==> config.mk <==
export PLATFORM = sky130hd
export DESIGN_NAME = tbpik_fifo
export DESIGN_NICKNAME = d
export VERILOG_FILES = /design/src/hdl/two_bone_planar_ik_defines.svh /design/src/hdl/tbpik_pkg.sv /design/src/hdl/tbpik_fifo.sv
export SDC_FILE = /design/constraint.sdc
export NUM_CORES = 1
export LEC_CHECK = 0
export BUFFER_PORTS_ARGS = -buffer_cell sky130_fd_sc_hd__buf_2
export CORE_UTILIZATION = 25
export CTS_BUF_LIST = sky130_fd_sc_hd__clkbuf_4
export CTS_CLUSTER_SIZE = 40
export DETAILED_ROUTE_END_ITERATION = 8
export GPL_TIMING_DRIVEN = 0
export HOLD_SLACK_MARGIN = 0.1
export PLACE_DENSITY = 0.44
export SYNTH_ARGS = -nofsm -noshare
export SYNTH_HDL_FRONTEND = slang
export SYNTH_SLANG_ARGS = --single-unit
export TNS_END_PERCENT = 10
==> constraint.sdc <==
create_clock -name i_clk -period 3.75 [get_ports i_clk]
set_input_delay 0.9375 -clock i_clk [delete_from_list [all_inputs] [get_ports i_clk]]
set_output_delay 0.9375 -clock i_clk [all_outputs]
set_load 0.005 [all_outputs]
==> src/hdl/two_bone_planar_ik_defines.svh <==
// assertion macros for the two-bone planar ik block
// used by the top level only; expects i_clk and i_rst_n in scope
`ifndef TWO_BONE_PLANAR_IK_DEFINES_SVH
`define TWO_BONE_PLANAR_IK_DEFINES_SVH

// same-cycle implication, off during reset
`define TBPIK_ASSERT_IMPLY(lbl, cond, prop) \
    lbl: assert property (@(posedge i_clk) disable iff (!i_rst_n) (cond) |-> (prop)) \
        else $error("tbpik implication check failed");

// next-cycle implication, off during reset
`define TBPIK_ASSERT_NEXT(lbl, cond, prop) \
    lbl: assert property (@(posedge i_clk) disable iff (!i_rst_n) (cond) |=> (prop)) \
        else $error("tbpik next-cycle check failed");

`endif

==> src/hdl/tbpik_pkg.sv <==
// shared types, constants and the cordic arctangent table
// no dependencies
`default_nettype none

package tbpik_pkg;

    localparam int FRAC_BITS = 12;
    localparam int ANG_SH    = 30 - FRAC_BITS;

    localparam logic signed [35:0] PI_Q30      = 36'sd3373259426;
    localparam logic signed [35:0] HALF_PI_Q30 = 36'sd1686629713;
    localparam logic signed [35:0] TWO_PI_Q30  = 36'sd6746518852;
    localparam logic signed [34:0] GAIN_INV_Q30 = 35'sd652032874;
    localparam logic [30:0]        ONE_Q30     = 31'h4000_0000;

    localparam logic [2:0] CFG_ROOT_X       = 3'd0;
    localparam logic [2:0] CFG_ROOT_Y       = 3'd1;
    localparam logic [2:0] CFG_UPPER_LENGTH = 3'd2;
    localparam logic [2:0] CFG_LOWER_LENGTH = 3'd3;
    localparam logic [2:0] CFG_BEND_MODE    = 3'd4;

    typedef struct packed {
        logic signed [24:0] dx;
        logic signed [24:0] dy;
        logic               sh_ok;
        logic               el_ok;
    } t_job;

    typedef struct packed {
        logic full;
        logic empty;
    } t_q_stat;

    typedef struct packed {
        logic busy;
        logic pop;
    } t_bk_stat;

    function automatic logic [29:0] atan_q30(input logic [4:0] i);
        logic [29:0] v;
        unique case (i)
            5'd0:  v = 30'h3243F6A8;
            5'd1:  v = 30'h1DAC6705;
            5'd2:  v = 30'h0FADBAFC;
            5'd3:  v = 30'h07F56EA6;
            5'd4:  v = 30'h03FEAB76;
            5'd5:  v = 30'h01FFD55B;
            5'd6:  v = 30'h00FFFAAA;
            5'd7:  v = 30'h007FFF55;
            5'd8:  v = 30'h003FFFEA;
            5'd9:  v = 30'h001FFFFD;
            5'd10: v = 30'h000FFFFF;
            5'd11: v = 30'h0007FFFF;
            5'd12: v = 30'h0003FFFF;
            5'd13: v = 30'h0001FFFF;
            5'd14: v = 30'h0000FFFF;
            5'd15: v = 30'h00007FFF;
            5'd16: v = 30'h00003FFF;
            5'd17: v = 30'h00001FFF;
            5'd18: v = 30'h00000FFF;
            5'd19: v = 30'h000007FF;
            5'd20: v = 30'h000003FF;
            5'd21: v = 30'h000001FF;
            5'd22: v = 30'h000000FF;
            5'd23: v = 30'h0000007F;
            5'd24: v = 30'h0000003F;
            5'd25: v = 30'h0000001F;
            5'd26: v = 30'h0000000F;
            5'd27: v = 30'h00000007;
            5'd28: v = 30'h00000003;
            5'd29: v = 30'h00000001;
            default: v = 30'h0;
        endcase
        return v;
    endfunction

endpackage

`default_nettype wire

==> src/hdl/tbpik_fifo.sv <==
// two-entry queue of classified jobs between front and back
// depends on tbpik_pkg
`default_nettype none

module tbpik_fifo (
    input  wire logic         i_clk,
    input  wire logic         i_rst_n,
    input  wire logic         i_push,
    input  tbpik_pkg::t_job   i_job,
    input  wire logic         i_pop,
    output tbpik_pkg::t_job   o_head,
    output tbpik_pkg::t_q_stat o_stat
);
    import tbpik_pkg::*;

    t_job       r_mem [2];
    logic       r_wp;
    logic       r_rp;
    logic [1:0] r_cnt;

    assign o_head       = r_mem[r_rp];
    assign o_stat.full  = (r_cnt == 2'd2);
    assign o_stat.empty = (r_cnt == 2'd0);

    always_ff @(posedge i_clk) begin
        if (!i_rst_n) begin
            r_wp  <= 1'b0;
            r_rp  <= 1'b0;
            r_cnt <= 2'd0;
        end else begin
            if (i_push) begin
                r_wp <= !r_wp;
            end
            if (i_pop) begin
                r_rp <= !r_rp;
            end
            r_cnt <= r_cnt + 2'(i_push) - 2'(i_pop);
        end
    end

    always_ff @(posedge i_clk) begin
        if (i_push) begin
            r_mem[r_wp] <= i_job;
        end
    end

endmodule

`default_nettype wire

==> results.ini <==
[synth]
synth_xor_area_frac=0.00739
ys.warnings.count=0
synth_cell_type_count=14
synth_area_mm2=0.00423
synth_top_area_frac=0.738
synth_commonest_cells=edfxtp_1 (104), mux2_4 (50), buf_12 (5), dfxtp_1 (5)
synth.most_common_cell=edfxtp_1
async_reset_ff_frac=0
synth-simple-area-share=0.0127
synth_edf_count=104
synth_compound_area_frac=0.00177
netlist_instances=183
ys_ff_latch=109
synth.mux.area_fraction=0.183
synth.yosys.seq_area_share=0.761
ys_top_cells_by_area=edfxtp_1 (74%), mux2_4 (18%), buf_12 (2.4%), dfxtp_1 (2.4%), and2_1 (0.59%)
synth_top_family_by_area=multiplexers
synth_nets=241
synthAdderAreaFrac=0.00591
post_synth.cell_area_avg_um2=23.1
synth_top_area_cell=edfxtp_1
synthFlopType=edfxtp_1

[timing]
max_freq_mhz=392
maxSlewHeadroom=0.477
clock_skew_ns=0.0110
finalCritPeriodShare=0.680
period_needed_ns=2.55
setup_viol=0
rsz0062_at_grt=no
hold_violations=0
drv_slew=0
tightest_slew_ns=0.785
worst_slack_ns=1.20

[placed_design]
postPlaceCellArea_mm2=0.00510
gp_congestion=0.609
placed_cells=514
place_hpwl_um=4870
place.port_buffers=109
dp_slack_ns=1.50

[global_routing]
antenna_found_initial=1
gr-total-overflow=0
grt_usage=0.0884
grt_max_degree=53
grt_pass1_wl_um=11200
grt_pass1_vias=2026

[route]
drc_errors=0
routed_via_density=3.82
wirelength_um=7510
dr.pass1.iters=3
antenna_left=0
drt_iter0_drc=72
post_drt_wl_per_cell_um=14.2
vias=2026

[pwr]
p_leak_nw=2.06
p_per_area_mw_per_mm2=466
ir_worst_vdd_mv=0.190
power_w=0.00246

[floorplanning]
die_area_mm2=0.0175
fp-row-count=47
die_h_um=132
die_x_um=132
io_pins=110
core_area_mm2=0.0166
initial_core_util=0.255

[finish]
syn_to_final_growth_pct=24.7
postLayoutCoreUtil=0.318
final_cells=530
fin_nets=363
drive_above_1_share=0.595
fin_area_mm2=0.00528

[worst_setup_path]
required_ns=2.81
worstSetupPathType=flip-flop to output port
arrival_ns=1.61
endpoint_kind=output port
critical_path.max_fanout=10
cp-start-kind=flip-flop

[clocking]
clkSlewWorstSetupHoldPaths_ns=0.15
cts_resized=0
insertion_delay_ns=0.46
ctsHtreeMaxLevel=3
cts_tree=done
cts.path.max_buffers=2
ctsHoldBuffers=0
clock_sinks=109
numCtsBuffers=9
postCtsSetupRepairBufs=0
cts_root_buf=clkbuf_4

[flow_run]
cap_viol_max_count=0

[min_path]
worstHoldPathType=flip-flop to flip-flop

[outcome]
status=completed

-- final cells by class --
class                      count  area, µm²
fill                        1659      11300
inverter                       2       7.51
clock buffer                   9       67.6
tap                          220        275
multi-input combinational     66        901
sequential                   109       3220
timing repair buffer         111        586
buffer                         6        111
clock inverter                 6        103
antenna                        1       2.50
-- layout by cell type (no fill, tap or decap), types with 2 or more instances in the layout --
master	synthesis	routed
clkinv_1	0	2
clkbuf_4	0	9
nor2b_1	4	3
bufinv_16	0	3
dfxtp_1	5	5
ha_1	2	2
edfxtp_1	104	104
buf_12	5	7
buf_2	0	109
mux2_4	50	50
mux2_2	2	2
inv_1	2	2
and2_1	4	3
-- cells by family after synthesis --
kind of cell	Yosys count
AOI/OAI and AO/OA	1
xor gates and xnor gates	2
DFF	109
buffers and inverters	8
adders and majority gates	2
muxes	52
and+or+nand+nor	9
-- worst paths after layout --
path                   from     endpoint  slack [ns]  cells after the start
setup / recovery  flip-flop    o_head[1]        1.20                      4
hold / removal         r_rp    flip-flop        0.59                      2
setup reg to reg       r_wp  r_mem[1][9]        2.27                      1
hold reg to reg        r_rp    flip-flop        0.59                      2
-- report_power, final --
| part | total [W] | internal [W] | switching (W) |
|---|---|---|---|
| Clock | 0.000699 | 0.000329 | 0.000370 |
| Combinational | 0.000334 | 0.000198 | 0.000137 |
| Sequential | 0.00142 | 0.00140 | 0.0000181 |
-- routing by layer --
metal,part of all wire,track usage,vias to the layer above
li1,-,-,954
met1,0.44,0.103,1001
met2,0.48,0.141,63
met3,0.057,0.0365,8
met4,0.015,0.0426,0
met5,0,0,-
-- sequential cells by signal, indices dropped and copies added (netlist names), named ones only --
name	flops
r_rp	1
r_mem	104
r_cnt	2
r_wp	1
-- through the flow --
stage / hold slack, ns / setup TNS, ns
finish: 0.589 / 0
global route: 0.566 / 0
CTS: 0.577 / 0
detailed placement: 0.572 / 0
global placement: 0.567 / -104.78
floorplan: 0.555 / 0
-- worst max-delay path, stage by stage (launching register included) --
cell and delay [ns]:
dfxtp_1 0.35, buf_6 0.19, buf_12 0.17, mux2_4 0.31
buf_2 0.14
Note: power is estimated with default switching activity, not from simulation.
