## config.mk

```make
export PLATFORM = sky130hd
export DESIGN_NAME = tbpik_front_flat
export DESIGN_NICKNAME = d
export VERILOG_FILES = /design/src/hdl/two_bone_planar_ik_defines.svh /design/src/hdl/tbpik_pkg.sv /design/src/hdl/tbpik_if.sv /design/src/hdl/tbpik_front.sv /design/src/flat_wrapper.sv
export SDC_FILE = /design/constraint.sdc
export NUM_CORES = 1
export LEC_CHECK = 0
export BUFFER_PORTS_ARGS = -buffer_cell sky130_fd_sc_hd__buf_2
export CORE_MARGIN = 5
export CORE_UTILIZATION = 50
export CTS_CLUSTER_SIZE = 16
export DETAILED_ROUTE_END_ITERATION = 16
export PLACE_DENSITY = 0.84
export SYNTH_ARGS = -nofsm -noshare
export SYNTH_HDL_FRONTEND = slang
export SYNTH_SLANG_ARGS = --single-unit
```

## constraint.sdc

```tcl
create_clock -name i_clk -period 4.2 [get_ports i_clk]
set_input_delay 0 -clock i_clk [delete_from_list [all_inputs] [get_ports i_clk]]
set_output_delay 0 -clock i_clk [all_outputs]
set_load 0.02 [all_outputs]
```

## src/hdl/two_bone_planar_ik_defines.svh

```systemverilog
// assertion macros for the two-bone planar ik block
// used by the top level only; expects i_clk and i_rst_n in scope
`ifndef TWO_BONE_PLANAR_IK_DEFINES_SVH
`define TWO_BONE_PLANAR_IK_DEFINES_SVH

// same-cycle implication, off during reset
`define TBPIK_ASSERT_IMPLY(lbl, cond, prop) \
    lbl: assert property (@(posedge i_clk) disable iff (!i_rst_n) (cond) |-> (prop)) \
        else $error("tbpik implication check failed");

// next-cycle implication, off during reset
`define TBPIK_ASSERT_NEXT(lbl, cond, prop) \
    lbl: assert property (@(posedge i_clk) disable iff (!i_rst_n) (cond) |=> (prop)) \
        else $error("tbpik next-cycle check failed");

`endif

```

## src/hdl/tbpik_pkg.sv

```systemverilog
// shared types, constants and the cordic arctangent table
// no dependencies
`default_nettype none

package tbpik_pkg;

    localparam int FRAC_BITS = 12;
    localparam int ANG_SH    = 30 - FRAC_BITS;

    localparam logic signed [35:0] PI_Q30      = 36'sd3373259426;
    localparam logic signed [35:0] HALF_PI_Q30 = 36'sd1686629713;
    localparam logic signed [35:0] TWO_PI_Q30  = 36'sd6746518852;
    localparam logic signed [34:0] GAIN_INV_Q30 = 35'sd652032874;
    localparam logic [30:0]        ONE_Q30     = 31'h4000_0000;

    localparam logic [2:0] CFG_ROOT_X       = 3'd0;
    localparam logic [2:0] CFG_ROOT_Y       = 3'd1;
    localparam logic [2:0] CFG_UPPER_LENGTH = 3'd2;
    localparam logic [2:0] CFG_LOWER_LENGTH = 3'd3;
    localparam logic [2:0] CFG_BEND_MODE    = 3'd4;

    typedef struct packed {
        logic signed [24:0] dx;
        logic signed [24:0] dy;
        logic               sh_ok;
        logic               el_ok;
    } t_job;

    typedef struct packed {
        logic full;
        logic empty;
    } t_q_stat;

    typedef struct packed {
        logic busy;
        logic pop;
    } t_bk_stat;

    function automatic logic [29:0] atan_q30(input logic [4:0] i);
        logic [29:0] v;
        unique case (i)
            5'd0:  v = 30'h3243F6A8;
            5'd1:  v = 30'h1DAC6705;
            5'd2:  v = 30'h0FADBAFC;
            5'd3:  v = 30'h07F56EA6;
            5'd4:  v = 30'h03FEAB76;
            5'd5:  v = 30'h01FFD55B;
            5'd6:  v = 30'h00FFFAAA;
            5'd7:  v = 30'h007FFF55;
            5'd8:  v = 30'h003FFFEA;
            5'd9:  v = 30'h001FFFFD;
            5'd10: v = 30'h000FFFFF;
            5'd11: v = 30'h0007FFFF;
            5'd12: v = 30'h0003FFFF;
            5'd13: v = 30'h0001FFFF;
            5'd14: v = 30'h0000FFFF;
            5'd15: v = 30'h00007FFF;
            5'd16: v = 30'h00003FFF;
            5'd17: v = 30'h00001FFF;
            5'd18: v = 30'h00000FFF;
            5'd19: v = 30'h000007FF;
            5'd20: v = 30'h000003FF;
            5'd21: v = 30'h000001FF;
            5'd22: v = 30'h000000FF;
            5'd23: v = 30'h0000007F;
            5'd24: v = 30'h0000003F;
            5'd25: v = 30'h0000001F;
            5'd26: v = 30'h0000000F;
            5'd27: v = 30'h00000007;
            5'd28: v = 30'h00000003;
            5'd29: v = 30'h00000001;
            default: v = 30'h0;
        endcase
        return v;
    endfunction

endpackage

`default_nettype wire

```

## src/hdl/tbpik_if.sv

```systemverilog
// request channels of the ik block: target in, solved pose out
// no dependencies
`default_nettype none

interface tbpik_tgt_if;
    logic               valid;
    logic               ready;
    logic signed [23:0] target_x;
    logic signed [23:0] target_y;
    modport source (output valid, target_x, target_y, input ready);
    modport sink   (input valid, target_x, target_y, output ready);
endinterface


`default_nettype wire

```

## src/hdl/tbpik_front.sv

```systemverilog
// front end: takes target requests, forms the offset to the root and the
// degenerate-case flags; depends on tbpik_pkg and tbpik_if
`default_nettype none

module tbpik_front (
    input  wire logic               i_clk,
    input  wire logic               i_rst_n,
    tbpik_tgt_if.sink               i_tgt,
    input  wire logic signed [23:0] i_root_x,
    input  wire logic signed [23:0] i_root_y,
    input  wire logic [22:0]        i_upper_length,
    input  wire logic [22:0]        i_lower_length,
    input  wire logic               i_q_full,
    output tbpik_pkg::t_job         o_job,
    output logic                    o_push
);
    import tbpik_pkg::*;

    logic  r_vld;
    t_job  r_job;
    t_job  n_job;

    assign i_tgt.ready = !r_vld || !i_q_full;
    assign o_push      = r_vld && !i_q_full;
    assign o_job       = r_job;

    always_comb begin
        n_job.dx    = $signed({i_tgt.target_x[23], i_tgt.target_x})
                    - $signed({i_root_x[23], i_root_x});
        n_job.dy    = $signed({i_tgt.target_y[23], i_tgt.target_y})
                    - $signed({i_root_y[23], i_root_y});
        // target on the root leaves the shoulder as it was
        n_job.sh_ok = (i_upper_length != '0) && ((n_job.dx != '0) || (n_job.dy != '0));
        n_job.el_ok = (i_upper_length != '0) && (i_lower_length != '0);
    end

    always_ff @(posedge i_clk) begin
        if (!i_rst_n) begin
            r_vld <= 1'b0;
        end else if (i_tgt.valid && i_tgt.ready) begin
            r_vld <= 1'b1;
        end else if (o_push) begin
            r_vld <= 1'b0;
        end
    end

    always_ff @(posedge i_clk) begin
        if (i_tgt.valid && i_tgt.ready) begin
            r_job <= n_job;
        end
    end

endmodule

`default_nettype wire

```

## src/flat_wrapper.sv

```systemverilog
// flat-port wrapper written by rule: the top's interface ports become plain ports
module tbpik_front_flat import tbpik_pkg::*;
  (i_clk, i_rst_n, i_root_x, i_root_y, i_upper_length, i_lower_length, i_q_full, o_job, o_push, i_tgt_valid, i_tgt_target_x, i_tgt_target_y, i_tgt_ready);
  tbpik_tgt_if i_tgt_i ();
  input  wire logic i_clk;
  input  wire logic i_rst_n;
  input  wire logic signed [23:0] i_root_x;
  input  wire logic signed [23:0] i_root_y;
  input  wire logic [22:0] i_upper_length;
  input  wire logic [22:0] i_lower_length;
  input  wire logic i_q_full;
  output tbpik_pkg::t_job o_job;
  output logic o_push;
  input wire logic [$bits(i_tgt_i.valid)-1:0] i_tgt_valid;
  input wire logic [$bits(i_tgt_i.target_x)-1:0] i_tgt_target_x;
  input wire logic [$bits(i_tgt_i.target_y)-1:0] i_tgt_target_y;
  output wire logic [$bits(i_tgt_i.ready)-1:0] i_tgt_ready;
  assign i_tgt_i.valid = i_tgt_valid;
  assign i_tgt_i.target_x = i_tgt_target_x;
  assign i_tgt_i.target_y = i_tgt_target_y;
  assign i_tgt_ready = i_tgt_i.ready;
  tbpik_front u_core (.i_clk(i_clk), .i_rst_n(i_rst_n), .i_tgt(i_tgt_i), .i_root_x(i_root_x), .i_root_y(i_root_y), .i_upper_length(i_upper_length), .i_lower_length(i_lower_length), .i_q_full(i_q_full), .o_job(o_job), .o_push(o_push));
endmodule
```

==> results of run 1 <==
## power groups by stage
stage	clock network, mW	logic, mW	registers [mW]
after detailed placement	0	0.778	0.702
after floorplan	0	0.442	0.780
final	0.389	0.791	0.691
after global placement	0	0.771	0.703
after CTS	0.397	0.785	0.691
after global routing	0.421	0.861	0.696
## worst max-delay path by stage
stage / startpoint / end / cells past startpoint
2_1_floorplan: i_tgt_target_y[0] / u_core.o_job[1] / 12
3_3_place_gp: i_tgt_target_y[0] / u_core.o_job[1] / 13
3_5_place_dp: i_tgt_target_y[0] / u_core.o_job[1] / 13
4_1_cts: i_tgt_target_y[0] / u_core.o_job[1] / 13
5_1_grt: i_tgt_target_x[0] / u_core.o_job[1] / 13
6_report: i_tgt_target_x[0] / u_core.o_job[1] / 13
## cells in the final DEF (no fill, tap or decap), types with 13 or more instances in the layout
| cell | instances |
|---|---|
| and2_1 | 13 |
| nor2_1 | 37 |
| buf_2 | 199 |
| inv_1 | 72 |
| a21oi_1 | 46 |
| edfxtp_1 | 52 |
| xnor2_1 | 17 |
| nand2_1 | 30 |
| nor3_1 | 15 |
| ha_1 | 48 |
| o21ai_0 | 37 |
## critical path: stages
cell	delay (ns)
buf_2	0.08
inv_1	0.03
ha_1	0.21
fa_1	0.40
nand2b_1	0.20
a211oi_1	0.41
a2111oi_2	0.13
o21ai_0	0.45
o2111a_1	0.27
a31oi_1	0.05
or4b_1	0.50
nor4_2	0.24
a31oi_1	0.11
## layer usage
| layer | up-vias | track usage, % |
|---|---|---|
| met2 | 257 | 42.4 |
| met3 | 18 | 5.08 |
| met1 | 2326 | 30.3 |
| li1 | 2577 | - |
| met4 | 0 | 6.08 |
| met5 | - | 0 |
## registers in the layout, summed over array words and instances (netlist names)
register      cells
u_core.o_job     52
u_core.r_vld      1
## logic make-up (layout without fill, tap and decap cells)
family,after synthesis,after routing
buf+inv,90,283
mux,3,3
flops,53,53
fa+ha+maj,50,50
xor+xnor,24,24
simple gates,174,174
compound gates,192,192
## through the flow
step / utilization, % / area [sq um] / hold slack [ns]
finish: 64.2 / 6310 / 0.0414
global placement: 62.8 / 6170 / 0.220
CTS: 64.2 / 6310 / 0.0272
floorplan: - / 5070 / 0.0781
detailed placement: 62.8 / 6170 / 0.218
global route: 64.2 / 6310 / 0.0542
## area by class of cell
| type | count | area, sq um |
|---|---|---|
| clock buffer | 5 | 68.8 |
| tap | 133 | 166 |
| multi-input combinational | 443 | 3140 |
| sequential | 53 | 1580 |
| timing repair buffer | 203 | 1030 |
| fill | 883 | 3510 |
| clock inverter | 3 | 50.0 |
| inverter | 72 | 270 |
==> metrics, run 1 <==
status finished, final reports clean; gr ovfl total 0; largest net degree at the start of global routing 53; Via density 5.68; Synth Area in Adders 12.6%; sequential power share 36.9%; clock period minus final worst setup slack 3.01 ns; YS warnings 0; met3 routed WL 1280 um; Switching Share 37.7%; total core area 0.00982 sq mm; top_reg_cell synth edfxtp_1; synthesized cell area 0.00507 sq mm; Hold Crit Depth 3; max cap viols 0; Final HPWL DP 12,700 um; Starting Density 51.6%; PostCTS Resize Cnt 0; layout net count 974; Yosys top cell by area edfxtp_1; Wirelength per Cell 17.0 um; Worst R2R Setup Slack 2.72 ns; DR iter-0 viols 343; Critical R2R Capture u_core.o_job[4]; diodes inserted 0; Worst-Skew Late Latency 0.33 ns; FF-to-FF path depth 3; initial antenna violation count 0; io pins 200; Synth area leaders edfxtp_1, ha_1, inv_1; Tightest Pin Transition 0.708 ns; Die Width 111 um; Hold Fails Final Rpt 0; die height 111 um; CTS tree done; Setup Viol. Count Final 0; die area 0.0122 sq mm; Design Power 1.87 mW; first-pass GRT wire length 24,800 um; P per Cell Area 297 mW/mm^2; DRC 0; FF-to-FF Start u_core.r_vld; Post-DRT Antenna Nets 0; Gate power share 42.3%; Clk pwr share 20.8%; layout cells sized above 1 29.4%; Syn Inst Count 586; Synth top area share 30.8%; Crit Path Max Fanout 4; DR pass1 iterations 6; post-CTS setup buffers 0; post-synthesis xor/xnor area fraction 4.15%; RSZ-0062 raised after global routing no; GRT Util Overall 24.2%; WL met1 6620 um; EDFF count, synth 52; met2 WL 7390 um; Synth cell types 69; Max transition margin 52.8%; Post-Syn Nets 782; I/O Buffers 199; setup tns final 0 ns; Routed WL 15,500 um; Worst Hold End u_core.o_job[0]; Worst Path Required 4.28 ns; Switching Power 0.705 mW; count leader, synth inv_1; leakage 2.98 nW; post-synthesis mux area share 0.667%; Inserted Clock Buffers 5; highest metal used met4; cts hold-fix bufs 2; Peak VDD IR 0.147 mV; CP endpoint kind flip-flop; max-slew violation count 0; Clock Skews 0.00949 ns; Synth Area in Compound Gates 26.2%; vias post-DR 5,178; Setup CP Type in2reg; startpoint types input pin; Async SR Flop Fraction 0%; largest family of logic cells by synthesized area compound AO/OA/AOI/OAI gates; RePlAce Congestion 0.928; maximum buffer depth of the clock tree 2; vias in the first global route 5,227; num rows 36; final non-filler cell total 912; Syn-to-layout area delta 24.5%; fraction of the mapped netlist area in simple logic gates 18.3%; Root Buffer clkbuf_8; Final WS setup 1.19 ns; worst slack, placed 0.838 ns; clock slew seen by the registers of the worst setup and hold paths 0.11 ns; Int Power 1.17 mW; Yosys reg bits 53; syn_area_per_cell 8.65 sq um; clk sink count 53; top cells by count, synth inv_1, edfxtp_1, ha_1; Cells after DPL 902; Fmax 332 MHz; final period utilization 71.7%; H-tree depth 2; post-synthesis sequential area ratio 31.2%; critical path arrival 3.10 ns; Hold Crit Class in2reg; hold wc startpoint i_lower_length[4]
(Power assumes the default switching activity.)
==> run 2: changes to the inputs <==
clock period = 3.1 ns   (was 4.2 ns; I/O delays follow)
==> metrics, run 2 (synthesized netlist as in run 1, its figures left out) <==
Starting Density 51.6%; CP endpoint u_core.o_job[1]; DR pass1 iterations 5; met3 Use GR 5.02%; Top Family by Delay on Critical Path simple AND/OR/NAND/NOR gates; Worst R2R Setup Slack 1.35 ns; leakage 3.12 nW; Cells after DPL 934; Peak VDD IR 0.221 mV; DRC 0; H-tree depth 2; Hold Crit Class in2reg; most frequent cells in the layout buf_2, inv_1, edfxtp_1; crit path from i_tgt_target_y[0]; clock slew seen by the registers of the worst setup and hold paths 0.11 ns; Switching Share 38.3%; Fillers 881; RSZ-0062 raised after global routing no; Post-DRT Antenna Nets 0; critical path arrival 3.03 ns; Hold Slack 0.0423 ns; status finished, final reports clean; worst path cell trace buf_2, inv_1, ha_1, fa_1, nand2b_1, a21oi_1, a211oi_2, o21ai_1, mux2_2, nor4_1, nand4_1, nor4_2, a31oi_1; Int Power 1.54 mW; Setup Viol. Count Final 0; total core area 0.00982 sq mm; vias in the first global route 5,439; DR iter-0 viols 308; die area 0.0122 sq mm; final period utilization 95.3%; Gate power share 45.2%; Clk pwr share 17.2%; FF-to-FF Start u_core.r_vld; Die Width 111 um; met2 usage 44.1%; layout cells sized above 1 32.2%; Max transition margin 61.4%; startpoint types input pin; crit-path max cell delay 0.41 ns; Tightest Pin Transition 0.578 ns; Critical R2R Capture u_core.o_job[46]; Crit Path Max Fanout 4; Worst Path Required 3.17 ns; final non-filler cell total 944; max-slew violation count 0; gr busiest metal met2; clock period minus final worst setup slack 2.96 ns; cts hold-fix bufs 2; I/O Buffers 199; Syn-to-layout area delta 28.7%; GRT Util Overall 25.3%; initial antenna violation count 0; vias post-DR 5,419; die height 111 um; area of the multi-input gates 0.00314 sq mm; Inserted Clock Buffers 5; sequential power share 37.6%; Clock Skews 0.00974 ns; Wirelength per Cell 17.0 um; stages on the worst setup path 13; PostCTS Resize Cnt 0; largest net degree at the start of global routing 36; post-CTS setup buffers 0; met1 GRT Util 31.6%; max cap viols 0; Via density 5.74; Root Buffer clkbuf_8; Fmax 338 MHz; RePlAce Congestion 0.964; Final WS setup 0.145 ns; CTS tree done; gr ovfl total 0; CP endpoint kind flip-flop; Switching Power 0.956 mW; Final HPWL DP 13,500 um; clk sink count 53; most common cell after layout, fill and taps aside buf_2; layout net count 1,006; P per Cell Area 383 mW/mm^2; Setup CP Type in2reg; max reg flops 52; register area 0.00158 sq mm; FF-to-FF path depth 3; worst slack, placed -0.179 ns; CP max-delay cell mux2_2; maximum buffer depth of the clock tree 2; Crit path buffers/inverters 2; first-pass GRT wire length 26,000 um; Hold Fails Final Rpt 0; num rows 36; Routed WL 16,100 um; Worst-Skew Late Latency 0.32 ns; diodes inserted 0; io pins 200
## run 2: cell count changes in the layout (fill, tap and decap cells not counted), sizes merged
cell and change:
clkinv -1, bufinv -1, buf +32, clkinvlp +2
## run 2: tightest hold or removal path, stage by stage
cell	delay (ns)
buf_2	0.07
nor4_1	0.04
a31oi_1	0.14
## run 2: cell type report
| type | instances | share of cell area [%] |
|---|---|---|
| Multi-Input combinational cell | 443 | 48.1 |
| Sequential cell | 53 | 24.2 |
| Timing Repair Buffer | 235 | 19.5 |
| Inverter | 72 | 4.14 |
| Tap cell | 133 | 2.55 |
| Clock buffer | 5 | 1.06 |
| Clock inverter | 3 | 0.403 |
## run 2: metrics by stage
stage	util (%)	cell area, sq um	power (mW)	TNS, ns
5_1_grt	66.4	6520	2.65	0
4_1_cts	66.4	6520	2.50	0
6_report	66.4	6520	2.50	0
2_1_floorplan	-	5070	1.66	0
3_3_place_gp	65.3	6410	2.05	-0.131
3_5_place_dp	65.3	6410	2.07	-0.179
## run 2: worst min-delay path by stage
stage / from / end / slack [ns] / cells past startpoint
2_1_floorplan: i_q_full / o_push / 0.08 / 1
3_3_place_gp: i_rst_n / u_core.r_vld / 0.22 / 2
3_5_place_dp: i_rst_n / u_core.r_vld / 0.23 / 2
4_1_cts: i_lower_length[4] / u_core.o_job[0] / 0.04 / 3
5_1_grt: i_lower_length[5] / u_core.o_job[0] / 0.06 / 3
6_report: i_lower_length[4] / u_core.o_job[0] / 0.04 / 3
## run 2: power groups by stage
stage,clock (mW),sequential (mW),combinational [mW]
global route,0.463,0.947,1.24
global placement,0,0.952,1.10
detailed placement,0,0.955,1.11
finish,0.429,0.940,1.13
CTS,0.436,0.940,1.12
floorplan,0,1.06,0.599
## run 2: per-layer routing
layer  up-vias  share of wire [%]
met3        27                7.6
met4         0                2.2
met2       257                 49
met5         -                  0
met1      2491                 42
li1       2644                  -
==> run 3: changes to the inputs <==
CORE_MARGIN = not set   (was 5)
PLACE_DENSITY = 0.9   (was 0.84)
SETUP_SLACK_MARGIN = 0.1   (was not set)
==> metrics, run 3 (synthesized netlist as in run 1, its figures left out) <==
gr ovfl total 0; FF-to-FF path depth 3; Fmax 348 MHz; Post-DRT Antenna Nets 0; vias in the first global route 5,039; Starting Density 51.6%; die height 103 um; Clock Skews 0.00547 ns; Setup Viol. Count Final 0; most frequent cells in the layout buf_2, inv_1, edfxtp_1; max reg flops 52; Worst Path Required 3.16 ns; crit path from i_tgt_target_y[0]; RSZ-0062 raised after global routing no; initial antenna violation count 0; num rows 36; vias post-DR 5,455; Hold Slack 0.0805 ns; leakage 3.12 nW; worst path cell trace buf_2, inv_1, ha_1, fa_1, nand2b_1, a21oi_2, a211oi_2, or4_1, a31oi_1, xor2_1, or4_1, nor4_2, a31oi_1; Routed WL 15,100 um; met3 routed WL 1300 um; critical path arrival 2.93 ns; clock period minus final worst setup slack 2.87 ns; layout net count 1,004; clk sink count 53; CTS tree done; layout cells sized above 1 31.9%; Hold Crit Class in2reg; clock slew seen by the registers of the worst setup and hold paths 0.10 ns; most common cell after layout, fill and taps aside buf_2; DR iter-0 viols 288; Peak VDD IR 0.281 mV; Via density 5.79; CP endpoint kind flip-flop; largest net degree at the start of global routing 53; Design Power 2.55 mW; Die Width 103 um; Inserted Clock Buffers 5; Critical R2R Capture u_core.o_job[31]; Worst R2R Setup Slack 1.62 ns; met2 WL 7600 um; Fillers 827; Wirelength per Cell 16.0 um; DR pass1 iterations 5; final period utilization 92.6%; I/O Buffers 199; GRT Util Overall 27.9%; P per Cell Area 390 mW/mm^2; maximum buffer depth of the clock tree 2; Final HPWL DP 12,400 um; Root Buffer clkbuf_8; Setup CP Type in2reg; register area 0.00158 sq mm; crit-path max cell delay 0.57 ns; Worst Hold End u_core.o_job[0]; CP max-delay cell or4_1; DRC 0; H-tree depth 2; Crit Path Max Fanout 3; Syn-to-layout area delta 28.8%; hold wc startpoint i_lower_length[8]; max-slew violation count 0; Hold Crit Depth 3; Max transition margin 53.4%; highest metal used met4; Hold Fails Final Rpt 0; FF-to-FF Start u_core.r_vld; total core area 0.00982 sq mm; Tightest Pin Transition 0.699 ns; max cap viols 0; io pins 200; RePlAce Congestion 0.988; startpoint types input pin; Worst-Skew Late Latency 0.31 ns; area of the multi-input gates 0.00314 sq mm; WL met1 5820 um; die area 0.0105 sq mm; status finished, final reports clean; diodes inserted 0; first-pass GRT wire length 22,800 um
-- run 3: worst max-delay path by stage --
stage          slack (ns)  cells after the start               to
2_1_floorplan        0.14                     12  u_core.o_job[1]
3_3_place_gp        -0.01                     13  u_core.o_job[1]
3_5_place_dp        -0.16                     13  u_core.o_job[1]
4_1_cts              0.18                     13  u_core.o_job[1]
5_1_grt              0.09                     13  u_core.o_job[1]
6_report             0.23                     13  u_core.o_job[1]
-- run 3: cell type report --
type | count | share of cell area (%)
tap | 133 | 2.55
multi-input combinational | 443 | 48.2
inverter | 72 | 4.14
clock buffer | 6 | 1.11
clock inverter | 2 | 0.518
sequential | 53 | 24.2
timing repair buffer | 233 | 19.3
-- run 3: critical path: cells and delay by family --
kind,cells,cell delay (ns)
and+or+nand+nor,4,1.47
adders and majority gates,2,0.62
AOI/OAI and AO/OA,4,0.60
xor gates and xnor gates,1,0.12
buffers and inverters,2,0.11
-- run 3: per-layer routing --
metal  GRT usage, %  vias to the layer above
met5              0                        -
met4           8.24                        0
met3           4.61                       34
met2           52.4                      319
met1           32.4                     2460
li1               -                     2642
-- run 3: through the flow --
stage | instance area, sq um | setup slack [ns] | util, % | TNS [ns] | instances
finish | 6520 | 0.230 | 66.4 | 0 | 942
global placement | 6390 | -0.0127 | 65.1 | -0.0127 | 932
floorplan | 5070 | 0.139 | - | 0 | 586
CTS | 6520 | 0.179 | 66.4 | 0 | 942
global route | 6520 | 0.0899 | 66.4 | 0 | 942
detailed placement | 6390 | -0.155 | 65.1 | -0.155 | 932
-- run 3: report_power, final --
part           leakage [nW]  switching, mW  total (mW)  internal [mW]
clock                0.0528          0.241       0.480          0.239
sequential            0.506         0.0301       0.940          0.910
combinational          2.56          0.662        1.13          0.464
-- run 3: timing repair --
item / CTS / global route
gates resized for setup: 0 / 3
setup endpoints to repair: 0 / 1
hold buffers: 2 / 0
endpoints found under the hold margin: 1 / 0
setup buffers: 0 / 0
